$ cat config.mk
export PLATFORM = sky130hd
export DESIGN_NAME = quad_to_triangle_index_converter_unit
export DESIGN_NICKNAME = d
export VERILOG_FILES = /design/src/design/qtic_pkg.sv /design/src/design/qtic_front.sv /design/src/design/qtic_queue.sv /design/src/design/qtic_back.sv /design/src/design/quad_to_triangle_index_converter_unit.sv
export SDC_FILE = /design/constraint.sdc
export NUM_CORES = 1
export LEC_CHECK = 0
export BUFFER_PORTS_ARGS = -buffer_cell sky130_fd_sc_hd__buf_2
export CAP_MARGIN = 30
export CELL_PAD_IN_SITES_DETAIL_PLACEMENT = 1
export CELL_PAD_IN_SITES_GLOBAL_PLACEMENT = 1
export CORE_MARGIN = 5
export CORE_UTILIZATION = 24
export CTS_CLUSTER_DIAMETER = 100
export DETAILED_ROUTE_END_ITERATION = 16
export PLACE_DENSITY_LB_ADDON = 0.1
export SLEW_MARGIN = 20
export SYNTH_ARGS = -nofsm -noshare
export SYNTH_HDL_FRONTEND = slang
export SYNTH_SLANG_ARGS = --single-unit
$ cat constraint.sdc
create_clock -name clk -period 20.7 [get_ports clk]
set_input_delay 4.14 -clock clk [delete_from_list [all_inputs] [get_ports clk]]
set_output_delay 4.14 -clock clk [all_outputs]
set_load 0.05 [all_outputs]
$ cat src/design/qtic_pkg.sv
`timescale 1ns / 1ps
// Shared types, constants and helpers for the quad to triangle index converter.
// Used by every module of the block; depends on nothing.
package qtic_pkg;

  localparam int INDEX_BITS  = 16;              // source index truncation width
  localparam int IDX_W       = 16;              // emitted index width
  localparam int QUAD_IN     = 4;
  localparam int QUAD_OUT    = 6;
  localparam int QDEPTH      = 2;               // front/back queue depth
  localparam int CFG_IDX_W   = 2;
  localparam int CFG_DATA_W  = 16;

  localparam logic [31:0] IDX_MASK = 32'((64'd1 << INDEX_BITS) - 64'd1);

  // configuration register indexes
  localparam logic [CFG_IDX_W-1:0] REG_INDEXED_MODE = 2'd0;
  localparam logic [CFG_IDX_W-1:0] REG_BYTES_CODE   = 2'd1;
  localparam logic [CFG_IDX_W-1:0] REG_START_VERTEX = 2'd2;

  // index size codes
  localparam logic [1:0] BYTES_ONE = 2'd0;

  typedef struct packed {
    logic [31:0] index_value;
    logic        last_in;
  } in_word_t;

  typedef struct packed {
    logic [IDX_W-1:0] out_index;
    logic             index_valid;
    logic             last_out;
    logic [IDX_W-1:0] min_seen;
    logic [IDX_W-1:0] max_seen;
  } out_word_t;

  typedef struct packed {
    logic                   indexed_mode;
    logic [1:0]             index_bytes_code;
    logic [IDX_W-1:0]       start_vertex;
  } cfg_t;

  // one unit of work for the back end: a full quad or a bare end marker
  typedef struct packed {
    logic [QUAD_IN-1:0][IDX_W-1:0] slots;
    logic                          is_quad;
    logic                          last;
  } job_t;

  typedef struct packed {
    logic full;
    logic empty;
  } q_stat_t;

  // slot order of the two triangles: v0,v1,v2,v0,v2,v3
  function automatic logic [1:0] slot_sel(input logic [2:0] step);
    logic [1:0] s;
    unique case (step)
      3'd0:    s = 2'd0;
      3'd1:    s = 2'd1;
      3'd2:    s = 2'd2;
      3'd3:    s = 2'd0;
      3'd4:    s = 2'd2;
      3'd5:    s = 2'd3;
      default: s = 2'd0;
    endcase
    return s;
  endfunction

endpackage

$ cat src/design/qtic_front.sv
`timescale 1ns / 1ps
// Front end: accepts vertex slot words, forms slot indices and gathers quads.
// Depends on qtic_pkg.
module qtic_front (
  input  logic              clk,
  input  logic              rst_n,
  input  qtic_pkg::cfg_t    cfg,
  input  logic              acc,
  input  qtic_pkg::in_word_t in_word,
  output logic              push,
  output qtic_pkg::job_t    push_job
);

  logic                          first_r, first_nxt;
  logic [qtic_pkg::IDX_W-1:0]    seq_r, seq_nxt;
  logic [1:0]                    cnt_r, cnt_nxt;
  logic [qtic_pkg::IDX_W-1:0]    slot_r [3];
  logic [qtic_pkg::IDX_W-1:0]    seq_base;
  logic [31:0]                   masked;
  logic [qtic_pkg::IDX_W-1:0]    v;
  logic                          quad_done;

  always_comb begin
    seq_base = first_r ? cfg.start_vertex : seq_r;
    masked   = in_word.index_value & qtic_pkg::IDX_MASK;
    if (cfg.indexed_mode) begin
      if (cfg.index_bytes_code == qtic_pkg::BYTES_ONE) begin
        v = {8'd0, in_word.index_value[7:0]};
      end else begin
        v = masked[qtic_pkg::IDX_W-1:0];
      end
    end else begin
      v = seq_base;
    end
    quad_done = (cnt_r == 2'd3);
    push      = acc && (quad_done || in_word.last_in);

    push_job.slots   = {v, slot_r[2], slot_r[1], slot_r[0]};
    push_job.is_quad = quad_done;
    push_job.last    = in_word.last_in;

    seq_nxt   = seq_r;
    cnt_nxt   = cnt_r;
    first_nxt = first_r;
    if (acc) begin
      seq_nxt   = seq_base + 16'd1;
      cnt_nxt   = (quad_done || in_word.last_in) ? 2'd0 : cnt_r + 2'd1;
      first_nxt = in_word.last_in;
    end
  end

  always_ff @(posedge clk) begin
    if (!rst_n) begin
      first_r <= 1'b1;
      seq_r   <= '0;
      cnt_r   <= '0;
    end else begin
      first_r <= first_nxt;
      seq_r   <= seq_nxt;
      cnt_r   <= cnt_nxt;
    end
  end

  // hold partial quad slots; the fourth slot goes straight into the job
  always_ff @(posedge clk) begin
    for (int i = 0; i < 3; i++) begin
      if (acc && cnt_r == 2'(i)) begin
        slot_r[i] <= v;
      end
    end
  end

endmodule

$ cat src/design/qtic_queue.sv
`timescale 1ns / 1ps
// Short job queue between front and back end.
// Depends on qtic_pkg.
module qtic_queue (
  input  logic             clk,
  input  logic             rst_n,
  input  logic             push,
  input  qtic_pkg::job_t   push_job,
  input  logic             pop,
  output qtic_pkg::job_t   head,
  output qtic_pkg::q_stat_t stat
);

  localparam int PW = $clog2(qtic_pkg::QDEPTH);
  localparam int CW = $clog2(qtic_pkg::QDEPTH + 1);

  qtic_pkg::job_t mem_r [qtic_pkg::QDEPTH];
  logic [PW-1:0]  wr_r, wr_nxt, rd_r, rd_nxt;
  logic [CW-1:0]  cnt_r, cnt_nxt;

  always_comb begin
    stat.full  = (cnt_r == CW'(qtic_pkg::QDEPTH));
    stat.empty = (cnt_r == '0);
    head       = mem_r[rd_r];
    wr_nxt     = wr_r;
    rd_nxt     = rd_r;
    if (push) begin
      wr_nxt = (wr_r == PW'(qtic_pkg::QDEPTH - 1)) ? '0 : wr_r + PW'(1);
    end
    if (pop) begin
      rd_nxt = (rd_r == PW'(qtic_pkg::QDEPTH - 1)) ? '0 : rd_r + PW'(1);
    end
    cnt_nxt = cnt_r + CW'(push) - CW'(pop);
  end

  always_ff @(posedge clk) begin
    if (!rst_n) begin
      wr_r  <= '0;
      rd_r  <= '0;
      cnt_r <= '0;
    end else begin
      wr_r  <= wr_nxt;
      rd_r  <= rd_nxt;
      cnt_r <= cnt_nxt;
    end
  end

  always_ff @(posedge clk) begin
    if (push) begin
      mem_r[wr_r] <= push_job;
    end
  end

endmodule

$ cat src/design/qtic_back.sv
`timescale 1ns / 1ps
// Back end: walks each job into result words, tracks draw min/max, owns the output register.
// Depends on qtic_pkg.
module qtic_back (
  input  logic               clk,
  input  logic               rst_n,
  input  qtic_pkg::job_t     head,
  input  qtic_pkg::q_stat_t  stat,
  output logic               pop,
  output logic               out_valid,
  input  logic               out_ready,
  output qtic_pkg::out_word_t out_data
);

  logic [2:0]                 step_r, step_nxt;
  logic [qtic_pkg::IDX_W-1:0] min_r, min_nxt, max_r, max_nxt;
  logic                       any_r, any_nxt;
  logic                       valid_r, valid_nxt;
  qtic_pkg::out_word_t        data_r, data_nxt;
  logic                       load, fire, final_step;
  logic [qtic_pkg::IDX_W-1:0] idx, new_min, new_max;

  always_comb begin
    load       = !valid_r || out_ready;
    fire       = load && !stat.empty;
    final_step = (step_r == 3'(qtic_pkg::QUAD_OUT - 1));
    pop        = fire && (!head.is_quad || final_step);

    idx     = head.slots[qtic_pkg::slot_sel(step_r)];
    new_min = (idx < min_r) ? idx : min_r;
    new_max = (idx > max_r) ? idx : max_r;

    step_nxt  = step_r;
    min_nxt   = min_r;
    max_nxt   = max_r;
    any_nxt   = any_r;
    data_nxt  = data_r;
    valid_nxt = load ? 1'b0 : valid_r;

    if (fire) begin
      valid_nxt = 1'b1;
      step_nxt  = pop ? 3'd0 : step_r + 3'd1;
      if (head.is_quad) begin
        min_nxt  = new_min;
        max_nxt  = new_max;
        any_nxt  = 1'b1;
        data_nxt = '{out_index: idx, index_valid: 1'b1,
                     last_out: head.last && final_step,
                     min_seen: new_min, max_seen: new_max};
      end else begin
        data_nxt = '{out_index: '0, index_valid: 1'b0, last_out: 1'b1,
                     min_seen: any_r ? min_r : '0,
                     max_seen: any_r ? max_r : '0};
      end
      // drop draw statistics once its final word is out
      if (pop && head.last) begin
        min_nxt = '1;
        max_nxt = '0;
        any_nxt = 1'b0;
      end
    end
  end

  always_ff @(posedge clk) begin
    if (!rst_n) begin
      step_r  <= '0;
      min_r   <= '1;
      max_r   <= '0;
      any_r   <= 1'b0;
      valid_r <= 1'b0;
    end else begin
      step_r  <= step_nxt;
      min_r   <= min_nxt;
      max_r   <= max_nxt;
      any_r   <= any_nxt;
      valid_r <= valid_nxt;
    end
  end

  always_ff @(posedge clk) begin
    data_r <= data_nxt;
  end

  assign out_valid = valid_r;
  assign out_data  = data_r;

endmodule

$ cat src/design/quad_to_triangle_index_converter_unit.sv
`timescale 1ns / 1ps
// Top level of the quad to triangle index converter: config registers, front, queue, back.
// Depends on qtic_pkg, qtic_front, qtic_queue and qtic_back.
//
// Takes one vertex slot word per accepted input and, for every four slots, sends out six
// 16-bit triangle-list indices in the order v0,v1,v2,v0,v2,v3. In indexed mode the slot
// index is the input value (low byte for one-byte sources, low 16 bits otherwise); in
// sequential mode it counts up from start_vertex, loaded on the first slot of a draw.
// A slot marked last inside a partial quad drops the held slots and sends one end-marker
// word (index_valid low, last_out high). Every result word carries the running min and
// max of the indices sent in the current draw (zero before the first); they reset after
// the draw's last word. The front end accepts a slot word in any cycle in which the
// two-entry job queue has room; while a job is queued and out_ready is high, the back
// end drives one result word per cycle through a single output register, so a quad
// gives six words and an end marker one. Configuration writes are always accepted
// (cfg_ready is high); write them only while the block is idle. Writes to unused
// indexes are ignored.
module quad_to_triangle_index_converter_unit (
  input  logic                              clk,
  input  logic                              rst_n,
  input  logic                              in_valid,
  output logic                              in_ready,
  input  qtic_pkg::in_word_t                in_data,
  output logic                              out_valid,
  input  logic                              out_ready,
  output qtic_pkg::out_word_t               out_data,
  input  logic                              cfg_valid,
  output logic                              cfg_ready,
  input  logic [qtic_pkg::CFG_IDX_W-1:0]    cfg_index,
  input  logic [qtic_pkg::CFG_DATA_W-1:0]   cfg_data
);

  qtic_pkg::cfg_t    cfg_r, cfg_nxt;
  qtic_pkg::job_t    push_job, head;
  qtic_pkg::q_stat_t stat;
  logic              acc, push, pop;

  // config registers: always ready, decode by index
  assign cfg_ready = 1'b1;

  always_comb begin
    cfg_nxt = cfg_r;
    if (cfg_valid) begin
      unique case (cfg_index)
        qtic_pkg::REG_INDEXED_MODE: cfg_nxt.indexed_mode     = cfg_data[0];
        qtic_pkg::REG_BYTES_CODE:   cfg_nxt.index_bytes_code = cfg_data[1:0];
        qtic_pkg::REG_START_VERTEX: cfg_nxt.start_vertex     = cfg_data;
        default:                    cfg_nxt                  = cfg_r;
      endcase
    end
  end

  always_ff @(posedge clk) begin
    if (!rst_n) begin
      cfg_r <= '{indexed_mode: 1'b0, index_bytes_code: 2'd1, start_vertex: '0};
    end else begin
      cfg_r <= cfg_nxt;
    end
  end

  // accept a slot word whenever the queue can take a job
  assign in_ready = !stat.full;
  assign acc      = in_valid && in_ready;

  qtic_front u_front (
    .clk      (clk),
    .rst_n    (rst_n),
    .cfg      (cfg_r),
    .acc      (acc),
    .in_word  (in_data),
    .push     (push),
    .push_job (push_job)
  );

  qtic_queue u_queue (
    .clk      (clk),
    .rst_n    (rst_n),
    .push     (push),
    .push_job (push_job),
    .pop      (pop),
    .head     (head),
    .stat     (stat)
  );

  qtic_back u_back (
    .clk       (clk),
    .rst_n     (rst_n),
    .head      (head),
    .stat      (stat),
    .pop       (pop),
    .out_valid (out_valid),
    .out_ready (out_ready),
    .out_data  (out_data)
  );

endmodule

* Yosys cells after proc, flatten, opt, wreduce, memory -nomap -nowiden
Memories as Yosys holds them, arrays and structs flattened. A register that Yosys moved wholly into a read port is not among the register bits. Index checks and enable logic that the tools add are counted. Widths: inputs -> output; s select.
Word-level totals: output and inout port bits 53, input port bits 56, bits in writable memories 180, register bits 129, memories 2, word-level logic and storage cells 109
Memory list:
- u_queue.mem_r | depth 2, width 66, rd ports 1, clocked after Yosys merged registers in 1, write ports 1, RTL line qtic_queue.sv:17 | qtic_pkg::job_t mem_r [qtic_pkg::QDEPTH];
- u_front.slot_r | depth 3, width 16, rd ports 3, clocked after Yosys merged registers in 0, write ports 1, RTL line qtic_front.sv:17 | logic [qtic_pkg::IDX_W-1:0] slot_r [3];
Operators by class: equal/unequal tests 10, mux-type cells 39, add/sub/neg operators 7, reduce and logical (&&, ||, !) cells 29, magnitude comparators 3
Operator list (count):
- $mux 16 | 14
- $mux 34 | 1
- $bmux 16 s2 | 1
- $reduce_or 16->1 | 2
- $mux 1 | 18
- $add 16x1->16 const B | 1
- $gt 16x16->1 | 1
- $lt 16x16->1 | 1
- $logic_and 1x1->1 | 9
- $eq 2x2->1 const B | 4
- $logic_not 2->1 | 4
- $reduce_and 2->1 | 4
- $eq 3x3->1 const B | 2
- $mux 2 | 3
- $pmux 2 s3 | 1
- $eq 2x1->1 const B | 2
- $logic_not 1->1 | 4
- $reduce_bool 2->1 | 2
- $add 3x1->3 const B | 1
- $eq 3x1->1 const B | 1
- $eq 3x2->1 const B | 1
- $logic_or 1x1->1 | 3
- $lt 2x3->1 const B | 1
- $mux 3 | 1
- 5 further kinds | 6

* Logic depth before layout (Yosys ltp)
word-level depth 9, gate-level depth with buffers 18

* Cells and area by module
Synthesis repeated with hierarchy kept, for this count alone.
Second synthesis, totals: cells, all modules 982, area, all modules 13698.1 µm²
By module, submodules not included:
- qtic_queue | cells an instance 226, area an instance 5148.7 µm², times used 1
- qtic_back | cells an instance 395, area an instance 4591.9 µm², times used 1
- qtic_front | cells an instance 274, area an instance 3151.8 µm², times used 1
- quad_to_triangle_index_converter_unit | cells an instance 87, area an instance 805.8 µm², times used 1

* Worst setup path before layout
Ideal clock, no wire load.
path kind input to register, start point input port in_valid, end point memory u_queue.mem_r[0][0] in the netlist's numbering (enable), data required time 20.129 ns, path buffers 1, data arrival time 9.052 ns, path slack 11.076 ns, cell stages on the path 3, path through nand2_1 clkbuf_1 nor3_1
On the way: longest elaborated chain between the ends 4
RTL lines:
- start, declared | RTL line quad_to_triangle_index_converter_unit.sv:21 | input logic in_valid,
- $logic_and 1x1->1 | RTL line quad_to_triangle_index_converter_unit.sv:63 | assign acc = in_valid && in_ready;
- $logic_and 1x1->1 | RTL line qtic_front.sv:36 | push = acc && (quad_done || in_word.last_in);
- $mux 1 | RTL line qtic_queue.sv:49 | if (push) begin
- $mux 1 (not written as such) | RTL line qtic_queue.sv:50 | mem_r[wr_r] <= push_job;
- end, declared | RTL line qtic_queue.sv:17
Every way passes these cells.

* Worst setup path in the final report
start point register u_queue.cnt_r[0], end point output port in_ready
On the way: longest elaborated chain between the ends 2
RTL lines:
- start, declared | RTL line qtic_queue.sv:19 | logic [CW-1:0] cnt_r, cnt_nxt;
- start signal, assigned | RTL line qtic_queue.sv:44 | cnt_r <= cnt_nxt;
- $eq 2x2->1 | RTL line qtic_queue.sv:22 | stat.full = (cnt_r == CW'(qtic_pkg::QDEPTH));
- $logic_not 1->1 | RTL line quad_to_triangle_index_converter_unit.sv:62 | assign in_ready = !stat.full;
- end, declared | RTL line quad_to_triangle_index_converter_unit.sv:22 | output logic in_ready,
Every way passes these cells.

==> impl_metrics.py <==
metrics = {
    "placement": {
        "finalWeightedCongestion": 0.735,
        "port-buffer-count": 91,
        "pre_cts_ws_ns": 14.49,
        "place_area_mm2": 0.0147,
        "dp_hpwl_mm": 22.3,
        "dp_cells": 1813,
    },
    "synth": {
        "synthesis.nets": 1097,
        "syn_area_per_cell_um2": 13.4,
        "synth.area.top_cells": "edfxtp_1 (52%), dfxtp_1 (12%), mux4_2 (5.4%), mux2i_1 (5.0%), ha_1 (3.9%)",
        "syn_area_mm2": 0.0134,
        "synth.most_common_cell": "edfxtp_1",
        "synth_top_area_share_pct": 51.6,
        "ys_async_sr_fraction_pct": 0,
        "synth_enable_flop_cells": 230,
        "ys.warnings.count": 0,
        "synth_flop_cell": "edfxtp_1",
        "netlist_instances": 999,
        "ys_seq_elements": 310,
        "ys_types": 68,
        "synth-seq-area-share_pct": 63.6,
        "yosys-top-cells-count": "edfxtp_1 (230), nand2_1 (131), dfxtp_1 (80)",
        "synth_area_leader_cell": "edfxtp_1",
    },
    "critical_path": {
        "crit_slowest_cell": "dfxtp_1",
        "cp_num_buf_inv": 1,
        "rrSetupSlack_ns": 15.51,
        "slowest_delay_ns": 0.37,
        "crit_required_ns": 16.56,
        "r2r-end": "u_back.out_data[16]$_DFFE_PP_",
        "crit_family": "flip-flops",
        "reg2reg_from": "u_back.step_r[1]$_SDFFE_PN0P_",
        "cp-start-kind": "flip-flop",
        "crit_type": "flip-flop to output port",
        "worstPathMaxFanout": 6,
        "ff2ff_path_depth": 15,
        "critPathArrivalTime_ns": 1.47,
        "setup.worst_path.end_class": "output port",
        "critical_path.cell_chain": "nand2b_1 -> buf_2",
    },
    "die": {
        "core_mm2": 0.0552,
        "rows": 86,
        "num_io_pins": 109,
        "start_util_pct": 24.2,
        "die_w_um": 246,
        "die-height_um": 246,
        "die-area_mm2": 0.0606,
    },
    "pwr": {
        "p_per_area_mw_per_mm2": 146,
        "power_mw": 2.35,
        "ir_drop_mv": 0.0653,
        "leakagePower_nw": 5.93,
    },
    "min_path": {
        "hold_end": "u_queue.mem_r[0][48]$_DFFE_PP_",
        "hp-class": "flip-flop to flip-flop",
        "worstHoldStart": "u_front.slot_r[0][46]$_DFFE_PP_",
        "min_path_cells": 0,
    },
    "grt": {
        "grt_pass1_wl_mm": 52.7,
        "grt_max_degree": 68,
        "grt-ovfl-total": 0,
        "grt_usage_pct": 11.2,
        "grt_antenna_before_repair": 0,
        "grt_pass1_vias": 8672,
    },
    "layout": {
        "areaGrowthSynthToFinish_pct": 20.0,
        "drive_gt1_share_pct": 19.9,
        "fin_area_mm2": 0.0161,
        "fin_cells": 1886,
        "diodes": 0,
        "post-route-util_pct": 29.1,
        "fin_nets": 1207,
        "fillers": 5968,
    },
    "clocking": {
        "post_cts_buffers": 0,
        "cts_resized": 0,
        "cts_root_buffer": "clkbuf_16",
        "htreeDepth": 2,
        "insertion_delay_ns": 0.56,
        "clk_pin_slew_ns": 0.06,
        "clock_sinks": 310,
        "cts_tree": "done",
        "numCtsBuffers": 40,
        "hold_buffers": 0,
        "cts_buffer_depth": 3,
    },
    "sta": {
        "worst_slack_ns": 15.09,
        "period_needed_ns": 5.61,
        "report.final.slew_viol_count": 0,
        "holdWs_ns": 0.434,
        "final-setup-viol-count": 0,
        "setup_tns_ns": 0,
        "slew_headroom_pct": 35.6,
        "hold_viol": 0,
        "tightestPinTransition_ns": 0.939,
        "rsz0062_at_grt": "false",
        "fmax_ghz": 0.178,
        "fin_worst_skew_ns": 0.0214,
        "post-route-period-util_pct": 27.1,
    },
    "route": {
        "wire_per_inst_um": 17.9,
        "route.vias.total": 8095,
        "ant_nets": 0,
        "drt_pass1_iterations": 4,
        "drtIter0Drc": 311,
        "wl_mm": 33.7,
        "post_drt_via_cell_ratio": 4.29,
        "drc": 0,
    },
    "outcome": {
        "status": "complete, no violations",
    },
    "job": {
        "drv_cap": 0,
    },
}
kinds of logic (layout without fill, tap and decap cells):
group,Yosys count,in the layout,share of synthesized area [%]
muxes,104,104,10.8
other,1,1,0.0280
xor gates and xnor gates,15,15,0.982
buffers and inverters,106,245,3.51
AOI/OAI and AO/OA,161,161,8.38
DFF,310,310,63.6
adders and majority gates,42,42,3.93
and+or+nand+nor,260,260,8.75
layer usage:
metal | global-route usage (%) | part of all wire (%)
met3 | 2.54 | 4.0
met2 | 19.2 | 49
met1 | 14.4 | 46
met4 | 2.74 | 1.7
met5 | 0 | 0
worst max-delay path by stage:
stage	slack, ns	cells after the start	from	to
after floorplan	11.08	3	in_valid	u_queue.mem_r[0][0]$_DFFE_PP_
after global placement	14.47	6	in_valid	u_queue.mem_r[1][26]$_DFFE_PP_
after detailed placement	14.49	6	in_valid	u_queue.mem_r[1][26]$_DFFE_PP_
after CTS	14.99	2	u_queue.cnt_r[0]$_SDFF_PN0_	in_ready
after global routing	14.97	2	u_queue.cnt_r[0]$_SDFF_PN0_	in_ready
final	15.09	2	u_queue.cnt_r[0]$_SDFF_PN0_	in_ready
area by class of cell:
type	count	area (um^2)	area share (%)
inverter	59	221	1.38
timing repair buffer	115	676	4.21
clock inverter	17	190	1.18
tap	748	936	5.83
multi-input combinational	583	4440	27.6
sequential	310	8510	53.0
clock buffer	54	1080	6.76
power breakdown:
group / switching, mW / internal, mW
combinational: 0.546 / 0.256
sequential: 0.0557 / 0.811
clock: 0.265 / 0.417
total: 0.866 / 1.48
cell usage in the layout, fill, tap and decap left out, types with 21 or more instances in the layout:
| cell | synthesis | layout |
|---|---|---|
| ha_1 | 42 | 42 |
| buf_2 | 11 | 91 |
| o21ai_0 | 28 | 28 |
| mux4_2 | 32 | 32 |
| dfxtp_1 | 80 | 78 |
| mux2i_1 | 67 | 66 |
| a21oi_1 | 50 | 50 |
| buf_4 | 5 | 21 |
| clkbuf_16 | 0 | 41 |
| inv_1 | 59 | 59 |
| nand2_1 | 131 | 131 |
| edfxtp_1 | 230 | 230 |
| nor2_1 | 52 | 51 |
registers in the layout, indices dropped and copies added (netlist names), named ones only:
register	count
u_queue.wr_r	1
u_front.cnt_r	2
u_queue.cnt_r	2
cfg_r	19
u_queue.mem_r	132
u_back.out_data	50
u_back.step_r	3
u_front.slot_r	48
u_front.seq_r	16
u_back.out_valid	1
u_back.min_r	16
u_back.max_r	16
u_front.first_r	1
u_back.any_r	1
u_queue.rd_r	1
Power figures use the tool's default switching activity.
